[src/hdl/fcc_pkg.sv]
`default_nettype none

package fcc_pkg;

   typedef enum logic [0:0] {
      CMD_WRITE  = 1'b0,
      CMD_FOLLOW = 1'b1
   } cmd_type;

   typedef enum logic [1:0] {
      CSR_DATA_START  = 2'd0,
      CSR_SECT_PER_CL = 2'd1,
      CSR_TABLE_SIZE  = 2'd2
   } csr_index_type;

   localparam int ADDR_W      = 13;
   localparam int BYTE_W      = 8;
   localparam int CLUSTER_W   = 12;
   localparam int LINK_W      = 12;
   localparam int SECTOR_W    = 32;
   localparam int DSS_W       = 20;
   localparam int SPC_W       = 8;
   localparam int TSIZE_W     = 14;
   localparam int CSR_DATA_W  = 20;
   // wide enough for any table size in the supported parameter range
   localparam int CMP_W       = 17;
   localparam int PROD_W      = 22;
   localparam int QUEUE_DEPTH = 2;

   localparam logic [CLUSTER_W-1:0] FIRST_DATA_CLUSTER = 12'd2;
   localparam logic [LINK_W-1:0]    LINK_END_MIN       = 12'hFF7;

   typedef struct packed {
      cmd_type                 cmd;
      logic                    wr_ok;
      logic [ADDR_W-1:0]       address;
      logic [BYTE_W-1:0]       data;
      logic [ADDR_W-1:0]       offset;
      logic                    odd;
      logic                    oor;
      logic [ADDR_W-1:0]       cluster_m2;
   } entry_type;

endpackage

`default_nettype wire

[src/hdl/fcc_queue.sv]
`default_nettype none

module fcc_queue (
   input  wire logic          clock,
   input  wire logic          reset,
   input  wire logic          push,
   input  wire fcc_pkg::entry_type push_entry,
   input  wire logic          pop,
   output fcc_pkg::entry_type head,
   output logic               empty,
   output logic               full
);

   localparam int PTR_W = $clog2(fcc_pkg::QUEUE_DEPTH);
   localparam int CNT_W = $clog2(fcc_pkg::QUEUE_DEPTH + 1);

   fcc_pkg::entry_type slot_ff [fcc_pkg::QUEUE_DEPTH];
   logic [PTR_W-1:0] wr_ptr_ff, wr_ptr_in;
   logic [PTR_W-1:0] rd_ptr_ff, rd_ptr_in;
   logic [CNT_W-1:0] count_ff, count_in;

   assign empty = (count_ff == '0);
   assign full  = (count_ff == CNT_W'(fcc_pkg::QUEUE_DEPTH));
   assign head  = slot_ff[rd_ptr_ff];

   function automatic logic [PTR_W-1:0] ptr_next(input logic [PTR_W-1:0] p);
      logic [PTR_W-1:0] r;
      if (p == PTR_W'(fcc_pkg::QUEUE_DEPTH - 1)) r = '0;
      else r = p + PTR_W'(1);
      return r;
   endfunction

   always_comb begin
      wr_ptr_in = push ? ptr_next(wr_ptr_ff) : wr_ptr_ff;
      rd_ptr_in = pop ? ptr_next(rd_ptr_ff) : rd_ptr_ff;
      count_in  = count_ff;
      if (push && !pop) count_in = count_ff + CNT_W'(1);
      else if (pop && !push) count_in = count_ff - CNT_W'(1);
   end

   always_ff @(posedge clock) begin
      if (reset) begin
         wr_ptr_ff <= '0;
         rd_ptr_ff <= '0;
         count_ff  <= '0;
      end else begin
         wr_ptr_ff <= wr_ptr_in;
         rd_ptr_ff <= rd_ptr_in;
         count_ff  <= count_in;
      end
   end

   always_ff @(posedge clock) begin
      if (push) slot_ff[wr_ptr_ff] <= push_entry;
   end

endmodule

`default_nettype wire

[config.mk]
export PLATFORM = sky130hd
export DESIGN_NAME = fcc_queue
export DESIGN_NICKNAME = d
export VERILOG_FILES = /design/src/hdl/fcc_pkg.sv /design/src/hdl/fcc_queue.sv
export SDC_FILE = /design/constraint.sdc
export NUM_CORES = 1
export LEC_CHECK = 0
export BUFFER_PORTS_ARGS = -buffer_cell sky130_fd_sc_hd__buf_2
export CORE_ASPECT_RATIO = 1.2
export CORE_MARGIN = 2
export CORE_UTILIZATION = 30
export CTS_CLUSTER_DIAMETER = 50
export DETAILED_ROUTE_END_ITERATION = 6
export PLACE_DENSITY = 0.62
export REMOVE_ABC_BUFFERS = 1
export SLEW_MARGIN = 20
export SYNTH_ARGS = -nofsm -noshare
export SYNTH_HDL_FRONTEND = slang
export SYNTH_SLANG_ARGS = --single-unit
export TNS_END_PERCENT = 5
[constraint.sdc]
create_clock -name clock -period 3.3 [get_ports clock]
set_clock_uncertainty 0.2 [all_clocks]
set_input_delay 0.66 -clock clock [delete_from_list [all_inputs] [get_ports clock]]
set_output_delay 0.66 -clock clock [all_outputs]
set_load 0.1 [all_outputs]
==> impl_metrics.json <==
{
  "status": "completed",
  "wl_per_cell_um": 14.88,
  "totalWireLength_mm": 6.962,
  "crit_required_ps": 2440,
  "maxCapViolations": 0,
  "cp_top_family": "buffers and inverters",
  "antenna_left": 0,
  "final.period_utilization_pct": 78.08,
  "post_cts_resized": 0,
  "seq_area_um2": 3164,
  "fill_cells": 1201,
  "power.leakage_nw": 1.840,
  "worstPathArrival_ps": 1720,
  "ir_drop_mv": 0.2774,
  "cts-root-buf": "clkbuf_16",
  "cts_buffer_depth": 2,
  "hold_viol": 0,
  "cp_max_fo": 30,
  "die_y_um": 128.5,
  "setup_viol": 0,
  "cp-end-kind": "output pin",
  "clock_latency_ps": 330,
  "grt_pass1_vias": 2123,
  "relSlewSlack_pct": 53.10,
  "ys_seq_area_share_pct": 81.63,
  "cts_setup_buffers": 0,
  "ys_types": 15,
  "max_freq_mhz": 388.1,
  "initial_core_util_pct": 30.72,
  "area_delta_synth_final_pct": 27.32,
  "met3_length_um": 422,
  "avgSynthCellArea_um2": 21.41,
  "core-area_um2": 12610,
  "synth_top_area_share_pct": 79.04,
  "h-tree-depth": 3,
  "drt-met1-wl_mm": 2.767,
  "ys_ff_latch": 107,
  "layout_commonest_cell": "buf_2",
  "cts_made_buffers": 9,
  "layout_common_cells": "buf_2 (107), edfxtp_1 (102), mux2_2 (51)",
  "maxSlewViolCount": 0,
  "drc": 0,
  "grt_max_degree": 52,
  "die_area_um2": 13850,
  "rsz0062_at_grt": "false",
  "numClockSinks": 107,
  "power_density_nw_per_um2": 708.9,
  "synth.area.top_cells": "edfxtp_1 (79%), mux2_2 (15%), dfxtp_1 (2.6%)",
  "worst_path_max_delay_cell": "mux2_2",
  "fin_area_um2": 4933,
  "chipWidth_um": 107.8,
  "antenna_found_initial": 1,
  "power_w": 0.003497,
  "clkTransAtPathRegs_ps": 70,
  "vias_per_cell": 4.274,
  "critPathMaxStageDelay_ps": 390,
  "multi_input_area_um2": 686.9,
  "fin_crit_ps": 2577,
  "grt.total_usage_pct": 10.49,
  "dp_hpwl_mm": 4.634,
  "io_buffer_count": 107,
  "dpl.cell_count": 451,
  "stdcell_count": 468,
  "drive_gt1_share_pct": 60.07,
  "top_layer": "met4",
  "placed_cell_area_um2": 4633,
  "path_class": "register to output pin",
  "cts_tree": "built",
  "met2_length_mm": 3.664,
  "fp-row-count": 45,
  "drt-pass1-iter-count": 4,
  "synth_area_um2": 3875,
  "synthCells": 181,
  "worstPathCellList": "buf_4, mux2_2, buf_2",
  "hold_class": "input pin to register",
  "crit_buf_inv": 2,
  "grt_overflow_total": 0,
  "start_kind": "register",
  "ctsHoldBuffers": 0,
  "grt_pass1_wl_mm": 10.63,
  "drt_iter0_drc": 53,
  "ys_warn_count": 0,
  "vias": 2000,
  "io_pins": 108,
  "tightest_slew_ps": 703.5,
  "globalplace.congestion": 0.6963,
  "final_nets": 354,
  "synth_area_leader_cell": "edfxtp_1"
}
## path summary, 6_finish.rpt
path / startpoint / end / slack (ps) / cells past startpoint
setup / recovery: register / head[36] / 720 / 3
hold / removal: push_entry[18] / slot_ff[1][18]$_DFFE_PP_ / 310 / 1
setup reg to reg: wr_ptr_ff$_SDFFE_PP0P_ / slot_ff[1][27]$_DFFE_PP_ / 1560 / 2
hold reg to reg: count_ff[1]$_SDFFE_PP0P_ / count_ff[1]$_SDFFE_PP0P_ / 320 / 2
## synth_stat cells, drive strengths merged
library cell  number
edfxtp           102
mux2              51
buf                6
dfxtp              5
nor2               5
xnor2              2
xor2               2
a21oi              1
and2               1
and2b              1
ha                 1
inv                1
nor2b              1
o21ai              1
or3                1
## cell families after synthesis
logic type | after synthesis | share of synthesized area, %
muxes | 51 | 14.82
AOI/OAI and AO/OA | 2 | 0.2581
and+or+nand+nor | 9 | 1.195
buffers and inverters | 7 | 0.8717
adders and majority gates | 1 | 0.3228
DFF | 107 | 81.63
xor gates and xnor gates | 4 | 0.9043
## stage by stage
step | util [%] | worst slack (ps) | hold slack (ps) | setup TNS [ps]
after floorplan | - | -285.1 | 261.4 | -14540
after global placement | 36.74 | 1072 | 279.0 | 0
after detailed placement | 36.74 | 1058 | 312.6 | 0
after CTS | 39.10 | 683.8 | 292.2 | 0
after global routing | 39.10 | 631.8 | 282.4 | 0
final | 39.12 | 723.3 | 305.2 | 0
## power by group
group / internal [W] / leakage [nW] / switching (W)
sequential: 0.00158 / 0.999 / 0.0000222
clock: 0.000596 / 0.144 / 0.000469
combinational: 0.000155 / 0.696 / 0.000674
## flip-flops by register name, summed over array words and instances, names as in the netlist, named ones only
name,flops
slot_ff,102
count_ff,2
wr_ptr_ff,1
rd_ptr_ff,1
## area by class of cell
| class | instances | share of cell area, % |
|---|---|---|
| Antenna cell | 1 | 0.05072 |
| Timing Repair Buffer | 112 | 11.62 |
| Inverter | 1 | 0.07608 |
| Clock buffer | 10 | 4.641 |
| Sequential cell | 107 | 64.14 |
| Clock inverter | 6 | 1.395 |
| Tap cell | 164 | 4.159 |
| Multi-Input combinational cell | 67 | 13.92 |
## layer usage
metal | up-vias | global-route usage, %
met5 | - | 0
met3 | 8 | 4.103
met4 | 0 | 4.072
met1 | 994 | 11.35
li1 | 936 | -
met2 | 62 | 18.42
(Power assumes the default switching activity.)
