## src/hdl/fcc_pkg.sv

```systemverilog
`default_nettype none

package fcc_pkg;

   typedef enum logic [0:0] {
      CMD_WRITE  = 1'b0,
      CMD_FOLLOW = 1'b1
   } cmd_type;

   typedef enum logic [1:0] {
      CSR_DATA_START  = 2'd0,
      CSR_SECT_PER_CL = 2'd1,
      CSR_TABLE_SIZE  = 2'd2
   } csr_index_type;

   localparam int ADDR_W      = 13;
   localparam int BYTE_W      = 8;
   localparam int CLUSTER_W   = 12;
   localparam int LINK_W      = 12;
   localparam int SECTOR_W    = 32;
   localparam int DSS_W       = 20;
   localparam int SPC_W       = 8;
   localparam int TSIZE_W     = 14;
   localparam int CSR_DATA_W  = 20;
   // wide enough for any table size in the supported parameter range
   localparam int CMP_W       = 17;
   localparam int PROD_W      = 22;
   localparam int QUEUE_DEPTH = 2;

   localparam logic [CLUSTER_W-1:0] FIRST_DATA_CLUSTER = 12'd2;
   localparam logic [LINK_W-1:0]    LINK_END_MIN       = 12'hFF7;

   typedef struct packed {
      cmd_type                 cmd;
      logic                    wr_ok;
      logic [ADDR_W-1:0]       address;
      logic [BYTE_W-1:0]       data;
      logic [ADDR_W-1:0]       offset;
      logic                    odd;
      logic                    oor;
      logic [ADDR_W-1:0]       cluster_m2;
   } entry_type;

endpackage

`default_nettype wire

```

## src/hdl/fcc_front.sv

```systemverilog
`default_nettype none

module fcc_front #(
   parameter int TABLE_BYTES = 8192
) (
   input  wire logic                          req_command,
   input  wire logic [fcc_pkg::ADDR_W-1:0]    req_table_address,
   input  wire logic [fcc_pkg::BYTE_W-1:0]    req_table_byte,
   input  wire logic [fcc_pkg::CLUSTER_W-1:0] req_cluster,
   input  wire logic [fcc_pkg::TSIZE_W-1:0]   table_size,
   output fcc_pkg::entry_type                 entry
);

   localparam logic [fcc_pkg::CMP_W-1:0] STORE_BYTES = fcc_pkg::CMP_W'(TABLE_BYTES);

   logic [fcc_pkg::CMP_W-1:0]  limit;
   logic [fcc_pkg::ADDR_W-1:0] offset;
   logic [fcc_pkg::CMP_W-1:0]  pair_end;

   always_comb begin
      limit = (fcc_pkg::CMP_W'(table_size) < STORE_BYTES) ?
              fcc_pkg::CMP_W'(table_size) : STORE_BYTES;
      // byte offset of the entry: cluster * 3 / 2
      offset   = fcc_pkg::ADDR_W'(req_cluster) + fcc_pkg::ADDR_W'(req_cluster >> 1);
      pair_end = fcc_pkg::CMP_W'(offset) + fcc_pkg::CMP_W'(1);

      entry.cmd        = fcc_pkg::cmd_type'(req_command);
      entry.wr_ok      = (fcc_pkg::CMP_W'(req_table_address) < STORE_BYTES);
      entry.address    = req_table_address;
      entry.data       = req_table_byte;
      entry.offset     = offset;
      entry.odd        = req_cluster[0];
      entry.oor        = (pair_end >= limit);
      entry.cluster_m2 = fcc_pkg::ADDR_W'(req_cluster) -
                         fcc_pkg::ADDR_W'(fcc_pkg::FIRST_DATA_CLUSTER);
   end

endmodule

`default_nettype wire

```

## config.mk

```make
export PLATFORM = sky130hd
export DESIGN_NAME = fcc_front
export DESIGN_NICKNAME = d
export VERILOG_FILES = /design/src/hdl/fcc_pkg.sv /design/src/hdl/fcc_front.sv
export SDC_FILE = /design/constraint.sdc
export NUM_CORES = 1
export LEC_CHECK = 0
export BUFFER_PORTS_ARGS = -buffer_cell sky130_fd_sc_hd__buf_2
export CORE_MARGIN = 2
export CORE_UTILIZATION = 46
export DETAILED_ROUTE_END_ITERATION = 10
export PLACE_DENSITY = 0.84
export SETUP_SLACK_MARGIN = 0.15
export SLEW_MARGIN = 40
export SYNTH_ARGS = -nofsm -noshare
export SYNTH_HDL_FRONTEND = slang
export SYNTH_SLANG_ARGS = --single-unit
```

## constraint.sdc

```tcl
create_clock -name vclk -period 7.6
set_clock_uncertainty 0.1 [all_clocks]
set_input_delay 1.52 -clock vclk [all_inputs]
set_output_delay 1.52 -clock vclk [all_outputs]
set_load 0.03 [all_outputs]
```

==> results.json, run 1 <==
{
  "detail_route.wl_per_cell_microns": 11.5,
  "fill_cells": 354,
  "viasPerCell": 5.03,
  "postRouteWirelength_microns": 3410,
  "grt_pass1_wl_microns": 5780,
  "synth.avg_cell_area_sq_um": 7.43,
  "final_hold_viol_count": 0,
  "nets": 341,
  "seq_area_frac_synth": 0,
  "status": "complete, no violations",
  "vias": 1495,
  "die_w_microns": 64.0,
  "path_max_fanout": 4,
  "hold_end": "entry[29]",
  "track_usage": 0.163,
  "min_period_ps": 6840,
  "min_from": "req_table_byte[1]",
  "p_clk_frac": 0,
  "cp.arrival_ps": 5220,
  "area_delta_synth_final_pct": 8.23,
  "dr.pass1.iters": 4,
  "start_util": 0.489,
  "pin_count": 99,
  "syn-cell-area_sq_um": 1660,
  "max_slew_margin": 0.605,
  "grtUsageMet1": 0.227,
  "place.gp.congestion": 0.795,
  "fin_crit_sh": 0.900,
  "crit_path_start_kind": "primary input",
  "p_sw_frac": 0.620,
  "worstSetupPathType": "in2out",
  "slew_viol_final": 0,
  "vdd_drop_max_uv": 43.3,
  "met3_usage": 0.0123,
  "p_leak_nw": 0.951,
  "grt.busiest_layer": "met2",
  "ys.warnings.count": 0,
  "cts_resized": 0,
  "die_area_sq_um": 4100,
  "use_met2": 0.275,
  "grt_start_max_net_pins": 14,
  "finalSetupTns_ps": 0,
  "intPower_uw": 75.5,
  "seqCellArea_sq_um": 0,
  "setup_viol": 0,
  "tightest_slew_ps": 587,
  "syn-num-nets": 311,
  "crit_start": "req_cluster[1]",
  "hold_path_class": "in2out",
  "hpwl_microns": 3010,
  "crit_required_ps": 5980,
  "p_seq_frac": 0,
  "fp.dieH_microns": 64.0,
  "drv_cap": 0,
  "grt-ovfl-total": 0,
  "drtIter0Drc": 54,
  "synth_cell_types": 44,
  "holdBufCountCts": 0,
  "grt_pass1_vias": 1351,
  "rsz0062_at_grt": "false",
  "net-switching-power_uw": 123,
  "antenna_found_initial": 0,
  "crit_path_end_kind": "output pin",
  "power_density_nw_per_um2": 111,
  "antenna_cells": 0,
  "portBuffers": 54,
  "synth_cells": 223,
  "post_cts_buffers": 0,
  "final_layout_size_suffix_gt1_frac": 0.247,
  "holdPathStages": 0,
  "nFlopsAndLatches": 0,
  "clkbuf_count": 0,
  "drc_errors": 0,
  "num_rows": 21,
  "antenna_left": 0,
  "max_freq_mhz": 146,
  "core_area_sq_um": 3390,
  "p_total_uw": 199,
  "pwr-share-comb": 1.000
}
-- cell usage in the layout (no fill, tap or decap), types with 2 or more instances in the layout --
cell type and n:
buf_2 54, ha_1 39, inv_1 22, xnor2_1 21
nand2_1 20, nor2_1 11, a21oi_1 9, nand3_1 8
o21ai_0 7, nand2b_1 5, nor2b_1 5, nand4_1 5
a21o_1 4, xor2_1 4, and3_1 3, o21a_1 3
o211ai_1 3, and4_1 2, or3_1 2
-- layer usage --
layer / share of wire / vias up
li1: - / 792
met2: 0.45 / 47
met4: 0.011 / 0
met1: 0.48 / 652
met5: 0 / -
met3: 0.060 / 4
-- cell usage after synthesis, types with 2 or more instances --
library cell | n | area share
nand4_1 | 5 | 0.019
a21o_1 | 4 | 0.018
o211ai_1 | 3 | 0.014
nand2b_1 | 5 | 0.019
nor2b_1 | 5 | 0.019
o21a_1 | 3 | 0.014
nand3_1 | 8 | 0.024
o21ai_0 | 7 | 0.021
buf_4 | 25 | 0.11
xor2_1 | 4 | 0.021
and4_1 | 2 | 0.011
or3_1 | 2 | 0.0076
ha_1 | 39 | 0.29
and3_1 | 3 | 0.011
nor2_1 | 11 | 0.025
a21oi_1 | 9 | 0.027
nand2_1 | 20 | 0.045
xnor2_1 | 21 | 0.11
inv_1 | 22 | 0.050
-- critical path, stage by stage --
cell	delay [ps]
buf_2	110
ha_1	170
inv_1	50
fa_1	380
nand2b_1	190
a21oi_2	170
xor2_2	230
nand4_2	160
or4_4	540
nor2_1	130
xnor2_1	80
ha_1	330
a21o_1	180
a21oi_1	150
nor2b_1	60
o21ai_0	130
nand2b_1	70
a221oi_1	270
o21ai_0	120
buf_2	190
-- how the worst max path moves through the flow --
stage                endpoint  slack [ps]  depth (start not counted)
floorplan           entry[13]         630                         14
global placement    entry[13]         840                         20
detailed placement  entry[13]         750                         20
CTS                 entry[13]         750                         20
global route        entry[13]         460                         20
finish              entry[13]         760                         20
-- area by class of cell --
class | instances | area [sq um] | area share
tap | 46 | 57.6 | 0.0321
multi-input combinational | 175 | 1380 | 0.771
inverter | 22 | 82.6 | 0.0461
timing repair buffer | 54 | 270 | 0.151
-- per-stage QoR --
| step | instances | area, sq um | hold WS, ps | util | worst slack, ps |
|---|---|---|---|---|---|
| 2_1_floorplan | 223 | 1660 | 3070 | - | 631 |
| 3_3_place_gp | 297 | 1790 | 2940 | 0.529 | 838 |
| 3_5_place_dp | 297 | 1790 | 2940 | 0.529 | 747 |
| 4_1_cts | 297 | 1790 | 2940 | 0.529 | 753 |
| 5_1_grt | 297 | 1790 | 2940 | 0.529 | 460 |
| 6_report | 297 | 1790 | 2940 | 0.529 | 760 |
-- logic make-up after synthesis --
group	synth area share
and+or+nand+nor	0.218
buffers and inverters	0.165
adders and majority gates	0.307
AOI/OAI and AO/OA	0.156
xor gates and xnor gates	0.152
other	0.00226
-- power groups by stage --
stage	clock, mW	combinational (mW)	sequential [mW]
finish	0	0.199	0
global route	0	0.220	0
CTS	0	0.200	0
detailed placement	0	0.199	0
global placement	0	0.193	0
floorplan	0	0.172	0
Note: power is estimated with default switching activity, not from simulation.
==> run 2: changes to the inputs <==
--- a/config.mk
+++ b/config.mk
@@ -12,3 +12,2 @@
 export PLACE_DENSITY = 0.84
-export SETUP_SLACK_MARGIN = 0.15
 export SLEW_MARGIN = 40
==> constraint.sdc (replaced) <==
create_clock -name vclk -period 7.6
set_clock_uncertainty 0.1 [all_clocks]
set_input_delay 0.76 -clock vclk [all_inputs]
set_output_delay 0.76 -clock vclk [all_outputs]
set_load 0.03 [all_outputs]
==> run 2 against run 1 <==
Net effect:
- largest power group unchanged
- cell count is the same
- global-route usage is 0.26 points lower
- hold slack worse by 1500 ps
- routed wire length is 0.64% lower
==> results.json, run 2 (synthesized netlist as in run 1, its figures left out) <==
{
  "status": "complete, no violations",
  "tightest_slew_ps": 579,
  "antenna_left": 0,
  "final_hold_viol_count": 0,
  "core_area_sq_um": 3390,
  "max_freq_mhz": 187,
  "hpwl_microns": 3010,
  "grt_pass1_vias": 1354,
  "stdcell_area_sq_um": 1790,
  "path_max_fanout": 4,
  "drc_errors": 0,
  "nFlopsAndLatches": 0,
  "dpl_cell_area_sq_um": 1790,
  "fin_crit_sh": 0.702,
  "clkbuf_count": 0,
  "crit_path_end_kind": "output pin",
  "seqCellArea_sq_um": 0,
  "cts_resized": 0,
  "vdd_drop_max_uv": 45.2,
  "num_rows": 21,
  "place.gp.congestion": 0.796,
  "power_density_nw_per_um2": 110,
  "holdBufCountCts": 0,
  "cp.arrival_ps": 4480,
  "pin_count": 99,
  "slew_viol_final": 0,
  "die_area_sq_um": 4100,
  "holdPathStages": 0,
  "grt_start_max_net_pins": 14,
  "min_period_ps": 5340,
  "crit_required_ps": 6740,
  "postRouteWirelength_microns": 3390,
  "portBuffers": 54,
  "grt_pass1_wl_microns": 5650,
  "fin_worst_hold_slack_ps": 1420,
  "grt-ovfl-total": 0,
  "post_cts_buffers": 0,
  "drv_cap": 0,
  "start_util": 0.489,
  "crit_path_start_kind": "primary input",
  "min_from": "req_table_byte[1]",
  "die_w_microns": 64.0,
  "hold_end": "entry[29]",
  "nets": 341,
  "final_common_cell": "buf_2",
  "viasPerCell": 5.07,
  "worstSetupPathType": "in2out",
  "antenna_found_initial": 0,
  "finalSetupTns_ps": 0,
  "dr.pass1.iters": 5,
  "setup_viol": 0,
  "fill_cells": 351,
  "fp.dieH_microns": 64.0,
  "layout_common_cells": "buf_2 (54), ha_1 (39), inv_1 (22)",
  "drtIter0Drc": 34,
  "rsz0062_at_grt": "false",
  "hold_path_class": "in2out",
  "vias": 1505,
  "track_usage": 0.160,
  "antenna_cells": 0,
  "detail_route.wl_per_cell_microns": 11.4,
  "p_leak_nw": 0.951,
  "area_delta_synth_final_pct": 8.23,
  "final_layout_size_suffix_gt1_frac": 0.247,
  "max_slew_margin": 0.610
}
-- run 2: worst max-delay path: stages --
cell and delay, ps:
buf_2 110, ha_1 170, inv_1 50, fa_1 380, nand2b_1 190, a21oi_2 170, xor2_2 230, nand4_2 160
or4_4 540, nor2_1 130, xnor2_1 80, ha_1 320, a21o_1 180, a21oi_1 150, nor2b_1 60, o21ai_0 150
nand2b_1 70, a221oi_1 270, o21ai_0 120, buf_2 190
-- run 2: layer usage --
metal / vias to the layer above / GRT usage / part of all wire / routed length (microns)
met2: 47 / 0.279 / 0.46 / 1550
met1: 659 / 0.219 / 0.47 / 1590
met3: 4 / 0.00880 / 0.062 / 209
met5: - / 0 / 0 / 0
met4: 0 / 0.0272 / 0.011 / 36
li1: 795 / - / - / -
-- run 2: worst max path at each step --
stage / endpoint / slack (ps) / depth (start not counted) / startpoint
floorplan: entry[13] / 2150 / 14 / req_cluster[1]
global placement: entry[13] / 2360 / 20 / req_cluster[1]
detailed placement: entry[13] / 2280 / 20 / req_cluster[1]
CTS: entry[13] / 2270 / 20 / req_cluster[1]
global route: entry[13] / 2020 / 20 / req_cluster[1]
finish: entry[13] / 2260 / 20 / req_cluster[1]
-- run 2: area by class of cell --
type	instances	area, sq um	share of cell area
multi-input combinational	175	1380	0.771
timing repair buffer	54	270	0.151
inverter	22	82.6	0.0461
tap	46	57.6	0.0321
-- run 2: stage by stage --
stage | std cells | power, mW | util | setup WS [ps]
finish | 297 | 0.198 | 0.529 | 2260
global route | 297 | 0.219 | 0.529 | 2020
CTS | 297 | 0.200 | 0.529 | 2270
detailed placement | 297 | 0.198 | 0.529 | 2280
global placement | 297 | 0.193 | 0.529 | 2360
floorplan | 223 | 0.172 | - | 2150
-- run 2: report_power, final --
part / switching [mW] / internal (mW) / total, mW
clock: 0 / 0 / 0
sequential: 0 / 0 / 0
combinational: 0.123 / 0.0755 / 0.198
==> run 3: changes to the inputs <==
Clock period 7.6 ns to 5.1 ns, I/O delays scaled along.
==> run 3 against run 2 <==
Net effect:
- total power up 52%
- via count down 1.3%
- sequential share of layout area unchanged
- non-clock buffer count up 1
- utilization up 0.63 points
- critical path type unchanged
- highest routed layer unchanged
==> results.json, run 3 (synthesized netlist as in run 1, its figures left out) <==
{
  "status": "complete, no violations",
  "final_common_cell": "buf_2",
  "drc_errors": 0,
  "routedLengthMet1_microns": 1610,
  "finalSetupTns_ps": 0,
  "fin_crit_sh": 0.957,
  "stdcell_area_sq_um": 1810,
  "portBuffers": 54,
  "power_density_nw_per_um2": 166,
  "final_cells": 298,
  "path_max_fanout": 4,
  "hpwl_microns": 2960,
  "vdd_drop_max_uv": 66.9,
  "start_util": 0.489,
  "grt_pass1_vias": 1369,
  "dpl_cell_area_sq_um": 1790,
  "grt-ovfl-total": 0,
  "highest_layer": "met4",
  "seqCellArea_sq_um": 0,
  "min_period_ps": 4880,
  "grt_pass1_wl_microns": 5640,
  "wl_met2_microns": 1550,
  "area_delta_synth_final_pct": 9.52,
  "die_w_microns": 64.0,
  "worst_slack_ps": 222,
  "crit_path_start_kind": "primary input",
  "setup_viol": 0,
  "layout_common_cells": "buf_2 (53), ha_1 (38), inv_1 (22)",
  "crit_required_ps": 4490,
  "fp.dieH_microns": 64.0,
  "postRouteWirelength_microns": 3420,
  "worstSetupPathType": "in2out",
  "slew_viol_final": 0,
  "pin_count": 99,
  "placedCellCount": 297,
  "antenna_found_initial": 0,
  "cp.arrival_ps": 4270,
  "nFlopsAndLatches": 0,
  "tightest_slew_ps": 543,
  "core_area_sq_um": 3390,
  "endpoint": "entry[13]",
  "vias": 1486,
  "num_rows": 21,
  "grt_start_max_net_pins": 14,
  "track_usage": 0.158,
  "antenna_left": 0,
  "drtIter0Drc": 25,
  "final_hold_viol_count": 0,
  "place.gp.congestion": 0.789,
  "wl_met3_microns": 224,
  "pre_cts_ws_ps": 221,
  "detail_route.wl_per_cell_microns": 11.5,
  "nets": 342,
  "hold_path_class": "in2out",
  "crit_path_end_kind": "output pin",
  "clkbuf_count": 0,
  "holdBufCountCts": 0,
  "viasPerCell": 4.99,
  "final_layout_size_suffix_gt1_frac": 0.262,
  "dr.pass1.iters": 4,
  "max_slew_margin": 0.635,
  "drv_cap": 0,
  "max_freq_mhz": 205,
  "antenna_cells": 0,
  "crit_start": "req_cluster[1]",
  "die_area_sq_um": 4100,
  "p_leak_nw": 0.952
}
[run 3: cell count changes in the layout (fill, tap and decap cells not counted)]
cell,delta
buf_4,+2
a221oi_1,-1
buf_2,-1
nor2_2,+1
nor2_1,-1
ha_1,-1
o21ai_1,+1
ha_2,+1
a221oi_2,+1
o21ai_0,-1
[run 3: how the worst min path moves through the flow]
stage,start,to,depth (start not counted)
2_1_floorplan,req_cluster[0],entry[0],1
3_3_place_gp,req_table_byte[0],entry[28],0
3_5_place_dp,req_table_byte[0],entry[28],0
4_1_cts,req_table_byte[0],entry[28],0
5_1_grt,req_table_byte[4],entry[32],0
6_report,req_table_byte[1],entry[29],0
[run 3: report_power, final]
| part | switching, mW | internal [mW] | total, mW | leakage (nW) |
|---|---|---|---|---|
| combinational | 0.185 | 0.116 | 0.301 | 0.952 |
| clock | 0 | 0 | 0 | 0 |
| sequential | 0 | 0 | 0 | 0 |
[run 3: layout make-up]
class,count,area [sq um]
Fill cell,353,1580
Inverter,22,82.6
Multi-Input combinational cell,175,1390
Tap cell,46,57.6
Timing Repair Buffer,55,280
[run 3: routing by layer]
metal  track usage  up-vias
met2         0.273       47
met1         0.216      638
met4        0.0272        0
met3        0.0123        4
met5             0        -
li1              -      797
[run 3: metrics by stage]
stage | utilization | power (mW) | hold WS, ps
final | 0.535 | 0.301 | 920
after global routing | 0.535 | 0.332 | 920
after CTS | 0.529 | 0.296 | 920
after detailed placement | 0.529 | 0.294 | 920
after global placement | 0.529 | 0.288 | 920
after floorplan | - | 0.256 | 1050
[run 3: critical path, stage by stage]
cell and delay [ps]:
buf_2 120, ha_2 190, inv_1 50, fa_1 380, nand2b_1 190, a21oi_2 200, xor2_2 270, nand4_2 170
or4_4 550, a311o_1 300, xnor2_1 130, ha_1 310, nor2b_1 130, o21ai_0 130, nand2b_1 90, a221oi_2 260
o21ai_1 100, buf_4 170
[run 3: timing repair]
action                                  4_1_cts  5_1_grt
resized for setup                             0        6
buffers inserted                              0        1
endpoints found under the hold margin         0        0
endpoints found under the setup margin        0        1
